## src/rtl/positional_list_shift_engine_defines.svh

```systemverilog
// ---------------------------------------------------------------------------
// positional list shift engine assertion macros
// concurrent checks, removed from synthesis builds
// ---------------------------------------------------------------------------
`ifndef POSITIONAL_LIST_SHIFT_ENGINE_DEFINES_SVH
`define POSITIONAL_LIST_SHIFT_ENGINE_DEFINES_SVH
`ifndef SYNTHESIS
`define PLSE_ASSERT(lbl, clk_s, rst_s, prop) \
  lbl: assert property (@(posedge clk_s) disable iff (rst_s) prop) \
    else $error("plse check failed");
`define PLSE_NEVER(lbl, clk_s, rst_s, expr) \
  lbl: assert property (@(posedge clk_s) disable iff (rst_s) !(expr)) \
    else $error("plse forbidden condition");
`else
`define PLSE_ASSERT(lbl, clk_s, rst_s, prop)
`define PLSE_NEVER(lbl, clk_s, rst_s, expr)
`endif
`endif

```

## src/rtl/plse_pkg.sv

```systemverilog
// ---------------------------------------------------------------------------
// plse_pkg
// shared types and constants of the positional list shift engine
// ---------------------------------------------------------------------------
`timescale 1ns / 1ps
package plse_pkg;

  localparam int LIST_DEPTH_DEF   = 16;
  localparam int ID_BITS_DEF      = 32;
  localparam int PAYLOAD_BITS_DEF = 24;
  localparam int CMP_W            = 8;

  typedef enum logic [3:0] {
    CMD_INSERT_AT   = 4'd0,
    CMD_APPEND      = 4'd1,
    CMD_DELETE_AT   = 4'd2,
    CMD_DELETE_LAST = 4'd3,
    CMD_FIND_ID     = 4'd4,
    CMD_READ_AT     = 4'd5,
    CMD_WRITE_AT    = 4'd6,
    CMD_PURGE       = 4'd7,
    CMD_CLEAR       = 4'd8
  } cmd_t;

  typedef enum logic [2:0] {
    ST_OK        = 3'd0,
    ST_FULL      = 3'd1,
    ST_EMPTY     = 3'd2,
    ST_BAD_INDEX = 3'd3,
    ST_NOT_FOUND = 3'd4,
    ST_NOTHING   = 3'd5
  } status_t;

  typedef enum logic [1:0] {
    S_IDLE,
    S_EXEC,
    S_RUN
  } state_t;

  typedef struct packed {
    logic latch;
    logic exec;
    logic step;
  } ctrl_t;

  typedef struct packed {
    logic out_free;
    logic run_start;
    logic run_last;
  } stat_t;

endpackage

```

## src/rtl/plse_ctrl.sv

```systemverilog
// ---------------------------------------------------------------------------
// plse_ctrl
// sequencer: takes an item, executes it, steps purge runs
// ---------------------------------------------------------------------------
`timescale 1ns / 1ps
module plse_ctrl (
  input  logic            clk,
  input  logic            rst,
  input  logic            in_valid,
  output logic            in_stall,
  input  plse_pkg::stat_t stat,
  output plse_pkg::ctrl_t ctrl
);
  import plse_pkg::*;

  state_t state, state_next;

  always_ff @(posedge clk) begin
    if (rst) begin
      state <= S_IDLE;
    end else begin
      state <= state_next;
    end
  end

  always_comb begin
    state_next = state;
    unique case (state)
      S_IDLE: begin
        if (in_valid) state_next = S_EXEC;
      end
      S_EXEC: begin
        if (stat.out_free) state_next = stat.run_start ? S_RUN : S_IDLE;
      end
      S_RUN: begin
        if (stat.out_free && stat.run_last) state_next = S_IDLE;
      end
      default: state_next = S_IDLE;
    endcase
  end

  always_comb begin
    ctrl     = '0;
    in_stall = 1'b1;
    unique case (state)
      S_IDLE: begin
        in_stall   = rst;
        ctrl.latch = in_valid && !rst;
      end
      S_EXEC:  ctrl.exec = stat.out_free;
      S_RUN:   ctrl.step = stat.out_free;
      default: in_stall = 1'b1;
    endcase
  end

endmodule

```

## src/rtl/plse_datapath.sv

```systemverilog
// ---------------------------------------------------------------------------
// plse_datapath
// entry cells with shift network, command decode and result register
// ---------------------------------------------------------------------------
`timescale 1ns / 1ps
`include "positional_list_shift_engine_defines.svh"
module plse_datapath #(
  parameter int LIST_DEPTH   = plse_pkg::LIST_DEPTH_DEF,
  parameter int ID_BITS      = plse_pkg::ID_BITS_DEF,
  parameter int PAYLOAD_BITS = plse_pkg::PAYLOAD_BITS_DEF
) (
  input  logic                    clk,
  input  logic                    rst,
  input  plse_pkg::ctrl_t         ctrl,
  output plse_pkg::stat_t         stat,
  input  logic [3:0]              cmd,
  input  logic [4:0]              position,
  input  logic [ID_BITS-1:0]      entry_id,
  input  logic [PAYLOAD_BITS-1:0] entry_payload,
  input  logic                    entry_flag,
  output logic                    out_valid,
  input  logic                    out_stall,
  output logic [2:0]              status,
  output logic [3:0]              found_position,
  output logic [ID_BITS-1:0]      out_id,
  output logic [PAYLOAD_BITS-1:0] out_payload,
  output logic                    out_flag,
  output logic [4:0]              entry_count,
  output logic                    last_of_run
);
  import plse_pkg::*;

  localparam int IDX_W = (LIST_DEPTH > 1) ? $clog2(LIST_DEPTH) : 1;
  localparam int CNT_W = $clog2(LIST_DEPTH + 1);
  localparam logic [CMP_W-1:0] DEPTH_X = CMP_W'(LIST_DEPTH);

  // latched item
  logic [3:0]              cmd_q;
  logic [4:0]              pos_q;
  logic [ID_BITS-1:0]      id_q;
  logic [PAYLOAD_BITS-1:0] pay_q;
  logic                    flag_q;

  // list cells
  logic [CNT_W-1:0]        count;
  logic [ID_BITS-1:0]      ids   [LIST_DEPTH];
  logic [PAYLOAD_BITS-1:0] pays  [LIST_DEPTH];
  logic                    flags [LIST_DEPTH];

  // purge run
  logic [LIST_DEPTH-1:0]   mask;
  logic [CNT_W-1:0]        removed;
  logic [CNT_W-1:0]        fcount;

  logic [CMP_W-1:0]        cnt_x, pos_x, tgt_x;
  logic [LIST_DEPTH-1:0]   hit, unfl;
  logic                    hit_any;
  logic [IDX_W-1:0]        hit_idx, orig_idx, cur_idx, rd_idx, sh_idx;
  logic                    sh_ins, sh_del, sh_wr, load;
  logic [CNT_W-1:0]        count_next;
  status_t                 res_status;
  logic [3:0]              res_pos;
  logic                    res_entry, res_last;
  logic [4:0]              res_count;

  assign cnt_x = CMP_W'(count);
  assign pos_x = CMP_W'(pos_q);
  assign tgt_x = (cmd_t'(cmd_q) == CMD_DELETE_LAST) ? cnt_x - CMP_W'(1) : pos_x;

  always_comb begin
    for (int i = 0; i < LIST_DEPTH; i++) begin
      hit[i]  = (CMP_W'(i) < cnt_x) && (ids[i] == id_q);
      unfl[i] = (CMP_W'(i) < cnt_x) && !flags[i];
    end
  end

  always_comb begin
    hit_idx  = '0;
    orig_idx = '0;
    for (int i = LIST_DEPTH - 1; i >= 0; i--) begin
      if (hit[i])  hit_idx  = IDX_W'(i);
      if (mask[i]) orig_idx = IDX_W'(i);
    end
  end

  assign hit_any = |hit;
  assign cur_idx = orig_idx - IDX_W'(removed);

  always_comb begin
    res_status     = ST_OK;
    res_pos        = '0;
    res_entry      = 1'b0;
    res_last       = 1'b1;
    sh_ins         = 1'b0;
    sh_del         = 1'b0;
    sh_wr          = 1'b0;
    sh_idx         = tgt_x[IDX_W-1:0];
    rd_idx         = tgt_x[IDX_W-1:0];
    count_next     = count;
    stat.run_start = 1'b0;
    if (ctrl.step) begin
      rd_idx     = cur_idx;
      sh_idx     = cur_idx;
      sh_del     = 1'b1;
      res_pos    = 4'(orig_idx);
      res_entry  = 1'b1;
      res_last   = ((mask & (mask - 1'b1)) == '0);
      count_next = count - 1'b1;
    end else begin
      unique case (cmd_q)
        CMD_INSERT_AT, CMD_APPEND: begin
          if (cnt_x == DEPTH_X) begin
            res_status = ST_FULL;
          end else if (cmd_t'(cmd_q) == CMD_APPEND) begin
            sh_ins     = 1'b1;
            sh_idx     = cnt_x[IDX_W-1:0];
            res_pos    = cnt_x[3:0];
            count_next = count + 1'b1;
          end else if (pos_x > cnt_x) begin
            res_status = ST_BAD_INDEX;
          end else begin
            sh_ins     = 1'b1;
            sh_idx     = pos_x[IDX_W-1:0];
            res_pos    = pos_x[3:0];
            count_next = count + 1'b1;
          end
        end
        CMD_DELETE_AT, CMD_DELETE_LAST, CMD_READ_AT, CMD_WRITE_AT: begin
          if (cnt_x == '0) begin
            res_status = ST_EMPTY;
          end else if (tgt_x >= cnt_x) begin
            res_status = ST_BAD_INDEX;
          end else begin
            res_pos = tgt_x[3:0];
            if (cmd_t'(cmd_q) == CMD_WRITE_AT) begin
              sh_wr = 1'b1;
            end else begin
              res_entry = 1'b1;
              if (cmd_t'(cmd_q) != CMD_READ_AT) begin
                sh_del     = 1'b1;
                count_next = count - 1'b1;
              end
            end
          end
        end
        CMD_FIND_ID: begin
          rd_idx = hit_idx;
          if (hit_any) begin
            res_pos   = 4'(hit_idx);
            res_entry = 1'b1;
          end else begin
            res_status = ST_NOT_FOUND;
          end
        end
        CMD_PURGE: begin
          if (cnt_x == '0) res_status = ST_EMPTY;
          else if (unfl == '0) res_status = ST_NOTHING;
          else stat.run_start = 1'b1;
        end
        CMD_CLEAR: count_next = '0;
        default: res_status = ST_OK;
      endcase
    end
  end

  assign res_count     = ctrl.step ? 5'(fcount) : 5'(count_next);
  assign stat.out_free = !out_valid || !out_stall;
  assign stat.run_last = res_last;
  assign load          = ctrl.step || (ctrl.exec && !stat.run_start);

  // shift network
  genvar j;
  generate
    for (j = 0; j < LIST_DEPTH; j++) begin : g_cell
      always_ff @(posedge clk) begin
        if ((ctrl.exec || ctrl.step) && (sh_ins || sh_wr) && IDX_W'(j) == sh_idx) begin
          ids[j]   <= id_q;
          pays[j]  <= pay_q;
          flags[j] <= flag_q;
        end else if ((ctrl.exec || ctrl.step) && sh_ins && IDX_W'(j) > sh_idx
                     && CMP_W'(j) <= cnt_x) begin
          if (j > 0) begin
            ids[j]   <= ids[(j > 0) ? j - 1 : 0];
            pays[j]  <= pays[(j > 0) ? j - 1 : 0];
            flags[j] <= flags[(j > 0) ? j - 1 : 0];
          end
        end else if ((ctrl.exec || ctrl.step) && sh_del && IDX_W'(j) >= sh_idx
                     && CMP_W'(j + 1) < cnt_x) begin
          if (j < LIST_DEPTH - 1) begin
            ids[j]   <= ids[(j < LIST_DEPTH - 1) ? j + 1 : j];
            pays[j]  <= pays[(j < LIST_DEPTH - 1) ? j + 1 : j];
            flags[j] <= flags[(j < LIST_DEPTH - 1) ? j + 1 : j];
          end
        end
      end
    end
  endgenerate

  always_ff @(posedge clk) begin
    if (rst) begin
      count     <= '0;
      out_valid <= 1'b0;
      mask      <= '0;
    end else begin
      if (ctrl.exec || ctrl.step) count <= count_next;
      if (ctrl.exec && stat.run_start) begin
        mask <= unfl;
      end else if (ctrl.step) begin
        mask[orig_idx] <= 1'b0;
      end
      if (load) out_valid <= 1'b1;
      else if (!out_stall) out_valid <= 1'b0;
    end
  end

  always_ff @(posedge clk) begin
    if (ctrl.latch) begin
      cmd_q  <= cmd;
      pos_q  <= position;
      id_q   <= entry_id;
      pay_q  <= entry_payload;
      flag_q <= entry_flag;
    end
    if (ctrl.exec && stat.run_start) begin
      removed <= '0;
      fcount  <= count - CNT_W'($countones(unfl));
    end else if (ctrl.step) begin
      removed <= removed + 1'b1;
    end
    if (load) begin
      status         <= res_status;
      found_position <= res_pos;
      out_id         <= res_entry ? ids[rd_idx] : '0;
      out_payload    <= res_entry ? pays[rd_idx] : '0;
      out_flag       <= res_entry ? flags[rd_idx] : 1'b0;
      entry_count    <= res_count;
      last_of_run    <= res_last;
    end
  end

  `PLSE_NEVER(a_count_range, clk, rst, CMP_W'(count) > DEPTH_X)
  `PLSE_ASSERT(a_step_has_work, clk, rst, ctrl.step |-> (mask != '0))
  `PLSE_ASSERT(a_load_shows, clk, rst, load |=> out_valid)
  `PLSE_ASSERT(a_run_ends_empty, clk, rst, (ctrl.step && res_last) |=> (mask == '0))

endmodule

```

## src/rtl/positional_list_shift_engine.sv

```systemverilog
// ---------------------------------------------------------------------------
// positional_list_shift_engine
// ordered list of entries with insert, delete, find, read, write and purge
// ---------------------------------------------------------------------------
// input channel: in_valid / in_stall carry one command item (cmd, position,
//   entry_id, entry_payload, entry_flag); taken when in_valid and not in_stall
// output channel: out_valid / out_stall carry result items
// each item is taken in the idle state and executed in the exec state once the result
//   register is free; the result register then frees the input
// purge that removes k entries gives k results, one a cycle unless the receiver stalls,
//   each removing one cell through the shift network; count reports the final value
// all cells shift or compare in parallel within an execute or purge step cycle
// reset empties the list at once; no clearing pass
// when the receiver stalls the result holds and the engine waits before
//   loading the next result; a new item may still be taken while idle
// ---------------------------------------------------------------------------
`timescale 1ns / 1ps
module positional_list_shift_engine #(
  parameter int LIST_DEPTH   = plse_pkg::LIST_DEPTH_DEF,
  parameter int ID_BITS      = plse_pkg::ID_BITS_DEF,
  parameter int PAYLOAD_BITS = plse_pkg::PAYLOAD_BITS_DEF
) (
  input  logic                    clk,
  input  logic                    rst,
  input  logic                    in_valid,
  output logic                    in_stall,
  input  logic [3:0]              cmd,
  input  logic [4:0]              position,
  input  logic [ID_BITS-1:0]      entry_id,
  input  logic [PAYLOAD_BITS-1:0] entry_payload,
  input  logic                    entry_flag,
  output logic                    out_valid,
  input  logic                    out_stall,
  output logic [2:0]              status,
  output logic [3:0]              found_position,
  output logic [ID_BITS-1:0]      out_id,
  output logic [PAYLOAD_BITS-1:0] out_payload,
  output logic                    out_flag,
  output logic [4:0]              entry_count,
  output logic                    last_of_run
);
  import plse_pkg::*;

  ctrl_t ctrl;
  stat_t stat;

  plse_ctrl u_ctrl (
    .clk      (clk),
    .rst      (rst),
    .in_valid (in_valid),
    .in_stall (in_stall),
    .stat     (stat),
    .ctrl     (ctrl)
  );

  plse_datapath #(
    .LIST_DEPTH   (LIST_DEPTH),
    .ID_BITS      (ID_BITS),
    .PAYLOAD_BITS (PAYLOAD_BITS)
  ) u_dp (
    .clk            (clk),
    .rst            (rst),
    .ctrl           (ctrl),
    .stat           (stat),
    .cmd            (cmd),
    .position       (position),
    .entry_id       (entry_id),
    .entry_payload  (entry_payload),
    .entry_flag     (entry_flag),
    .out_valid      (out_valid),
    .out_stall      (out_stall),
    .status         (status),
    .found_position (found_position),
    .out_id         (out_id),
    .out_payload    (out_payload),
    .out_flag       (out_flag),
    .entry_count    (entry_count),
    .last_of_run    (last_of_run)
  );

endmodule

```

## config.mk

```make
export PLATFORM = sky130hd
export DESIGN_NAME = positional_list_shift_engine
export DESIGN_NICKNAME = d
export VERILOG_FILES = /design/src/rtl/plse_pkg.sv /design/src/rtl/plse_ctrl.sv /design/src/rtl/plse_datapath.sv /design/src/rtl/positional_list_shift_engine.sv
export VERILOG_INCLUDE_DIRS = /design/src /design/src/rtl
export SDC_FILE = /design/constraint.sdc
export NUM_CORES = 2
export LEC_CHECK = 0
export BUFFER_PORTS_ARGS = -buffer_cell sky130_fd_sc_hd__buf_2
export CORE_AREA = 3 3 397 399
export DETAILED_ROUTE_END_ITERATION = 8
export DIE_AREA = 0 0 400 402
export SKIP_CTS_REPAIR_TIMING = 1
export SLEW_MARGIN = 20
export SYNTH_ARGS = -nofsm -noshare
export SYNTH_HDL_FRONTEND = slang
export SYNTH_SLANG_ARGS = --single-unit
```

## constraint.sdc

```tcl
create_clock -name clk -period 11.5 [get_ports clk]
set_clock_uncertainty 0.15 [all_clocks]
set_input_delay 2.875 -clock clk [delete_from_list [all_inputs] [get_ports clk]]
set_output_delay 2.875 -clock clk [all_outputs]
set_load 0.02 [all_outputs]
```

==> results.json <==
{
  "outcome": "completed",
  "holdWs_ns": 0.335,
  "rsz0062_at_grt": "false",
  "min_path_type": "flop to flop",
  "worstPathRequired_ns": 11.90,
  "core_area_mm2": 0.154,
  "avgRoutedWirePerCell_um": 32.1,
  "fillers": 14290,
  "ys_ff_latch": 1081,
  "p_leak_uw": 0.0272,
  "ant_nets": 0,
  "tns_ns": 0,
  "crit_fanout": 73,
  "syn_area_per_cell_um2": 9.89,
  "track_usage": 0.347,
  "hpwl_mm": 189,
  "fmax_mhz": 131,
  "cts.clk_slew.worst_paths_ns": 0.05,
  "dr.pass1.iters": 8,
  "die-area_mm2": 0.161,
  "synthArstFlopShare": 0,
  "synth_area_leader_cell": "edfxtp_1",
  "crit-reg2reg-launch": "u_dp.id_q[31]",
  "nets": 6931,
  "dp_cells": 8710,
  "die_w_um": 400,
  "hp-start": "u_ctrl.state[1]",
  "post-route-util": 0.493,
  "cp.arrival_ns": 8.05,
  "maxCapViolations": 0,
  "worstSetupStartpointType": "flop",
  "wirelength_mm": 287,
  "layout-drive-gt1-share": 0.108,
  "reg2reg_slack_ns": 3.86,
  "synth_area_leaders": "edfxtp_1 (46%), mux2i_1 (12%), nand2_1 (5.3%)",
  "setup_viol": 0,
  "netlist_area_mm2": 0.0694,
  "drcViolationCount": 0,
  "cp-startpoint": "u_dp.id_q[31]",
  "fin_crit_ns": 7.64,
  "pre_cts_slack_ns": 3.31,
  "ys.flop_type": "edfxtp_1",
  "ir_drop_mv": 0.161,
  "syn_nets": 7141,
  "synth_top_area_frac": 0.456,
  "drv_slew": 0,
  "crit_type": "flop to flop",
  "gp_congestion": 1.01,
  "root_buffer": "clkbuf_16",
  "start_util": 0.450,
  "numPortBuffers": 141,
  "synth_edf_count": 1053,
  "clock_sinks": 1081,
  "fin_ws_ns": 3.86,
  "rr_endpoint": "u_dp.out_id[4]",
  "grt_first_pass_wirelength_mm": 409,
  "die_h_um": 402,
  "yosysSeqAreaShare": 0.464,
  "via_per_inst": 6.63,
  "yosysMostFrequentCell": "edfxtp_1",
  "min_to": "u_ctrl.state[0]",
  "post-route-period-util": 0.665,
  "antenna_found_initial": 14,
  "grt_pass1_vias": 55404,
  "num_vias": 59360,
  "relSlewSlack": 0.111,
  "num_io_pins": 142,
  "rr_worst_depth": 15,
  "final_cells": 8958,
  "syn_inst": 7011,
  "p_per_area_mw_per_mm2": 123,
  "finalHoldViolations": 0,
  "ys_top_cells_by_count": "edfxtp_1 (1053), nand2_1 (986), mux2i_1 (843)",
  "cts_buffer_depth": 3,
  "ys_warn_count": 0,
  "grt_start_max_net_pins": 93,
  "tritoncts": "yes",
  "syn2layout_area_growth_pct": 9.59,
  "cts_inserted_buffers": 133,
  "hold_depth": 1,
  "std_cell_rows": 144,
  "cp-end-kind": "flop",
  "tightest_slew_ns": 1.33,
  "grt-ovfl-total": 0,
  "clk_latency_ns": 0.80,
  "ys_types": 79,
  "htree_num_levels": 4,
  "initialDrtViolationCount": 9184
}
[state kept, by name, indices dropped and copies added, names as in the netlist]
signal               flops
u_dp.mask               16
u_dp.out_id             32
u_dp.pay_q              24
u_dp.entry_count         5
u_dp.last_of_run         1
u_dp.id_q               32
u_dp.pays              384
u_dp.flags              16
u_dp.cmd_q               4
u_dp.out_flag            1
u_dp.ids               512
u_dp.count               5
u_dp.out_payload        24
u_dp.flag_q              1
u_dp.removed             4
u_dp.out_valid           1
u_dp.pos_q               5
u_dp.status              3
u_ctrl.state             2
u_dp.found_position      4
u_dp.fcount              5
[cell usage in the layout, fill, tap and decap left out, drive strengths merged, types with 42 or more instances in the layout]
cell type / netlist / layout
ha: 44 / 44
nor3: 46 / 46
nor4: 122 / 122
a21oi: 377 / 377
buf: 244 / 297
o41ai: 43 / 43
nand4: 153 / 153
o21ai: 719 / 719
nand2: 987 / 987
edfxtp: 1053 / 1053
a31oi: 56 / 56
a21o: 58 / 58
clkbuf: 398 / 164
and3: 50 / 50
xnor2: 302 / 302
nor2: 339 / 339
xor2: 229 / 229
nand3: 403 / 403
inv: 67 / 75
clkinv: 1 / 54
mux2: 142 / 142
a32o: 42 / 42
mux2i: 843 / 843
[critical path, stage by stage (launching register included)]
cell and delay, ns:
edfxtp_1 0.32, buf_4 0.42, xor2_1 0.35, nor4_1 0.94
nand3_1 0.15, nor4_1 0.90, a21oi_1 0.09, nor2_1 0.72
a2111o_2 0.20, buf_4 0.63, nand2_8 0.50, buf_6 0.55
buf_4 0.47, mux2i_1 0.21, a32o_1 0.23, o41ai_1 0.32
[cell type report]
| type | count | area, µm² | area share |
|---|---|---|---|
| Antenna cell | 7 | 17.5 | 0.000230 |
| Clock buffer | 164 | 3490 | 0.0459 |
| Clock inverter | 77 | 880 | 0.0116 |
| Inverter | 68 | 258 | 0.00339 |
| Multi-Input combinational cell | 5220 | 34700 | 0.457 |
| Sequential cell | 1081 | 32200 | 0.423 |
| Tap cell | 2044 | 2560 | 0.0336 |
| Timing Repair Buffer | 297 | 1920 | 0.0252 |
[logic make-up after synthesis]
group | after synthesis | share of synthesized area
flip-flops | 1081 | 0.464
buffers and inverters | 710 | 0.0435
AO/OA/AOI/OAI | 1460 | 0.125
multiplexers | 985 | 0.145
adder cells (fa/ha/maj) | 61 | 0.0127
AND/OR/NAND/NOR | 2183 | 0.143
XOR/XNOR | 531 | 0.0671
[power breakdown]
| part | switching (µW) | internal (µW) |
|---|---|---|
| Combinational | 469 | 220 |
| Sequential | 37.2 | 4330 |
| Clock | 1830 | 2490 |
[stage by stage]
stage	cell area, µm²	total power [µW]
floorplan	69400	4880
global placement	71600	5100
detailed placement	71600	5120
CTS	76000	9400
global route	76000	9600
finish	76000	9380
[how the worst max path moves through the flow]
stage	to	slack, ns	cells past startpoint
floorplan	u_dp.flags[8]	2.56	7
global placement	u_dp.out_id[4]	3.50	13
detailed placement	u_dp.out_id[4]	3.31	13
CTS	u_dp.out_id[4]	3.92	15
global route	u_dp.out_id[4]	3.86	15
finish	u_dp.out_id[4]	3.86	15
[per-layer routing]
layer / vias up / share of wire / global-route usage / routed length (µm)
met5: - / 0.00013 / 0 / 36
met1: 29062 / 0.40 / 0.488 / 114000
li1: 25304 / - / - / -
met3: 646 / 0.13 / 0.0943 / 37300
met4: 6 / 0.054 / 0.169 / 15500
met2: 4342 / 0.42 / 0.492 / 120000
Note: power is estimated with default switching activity, not from simulation.
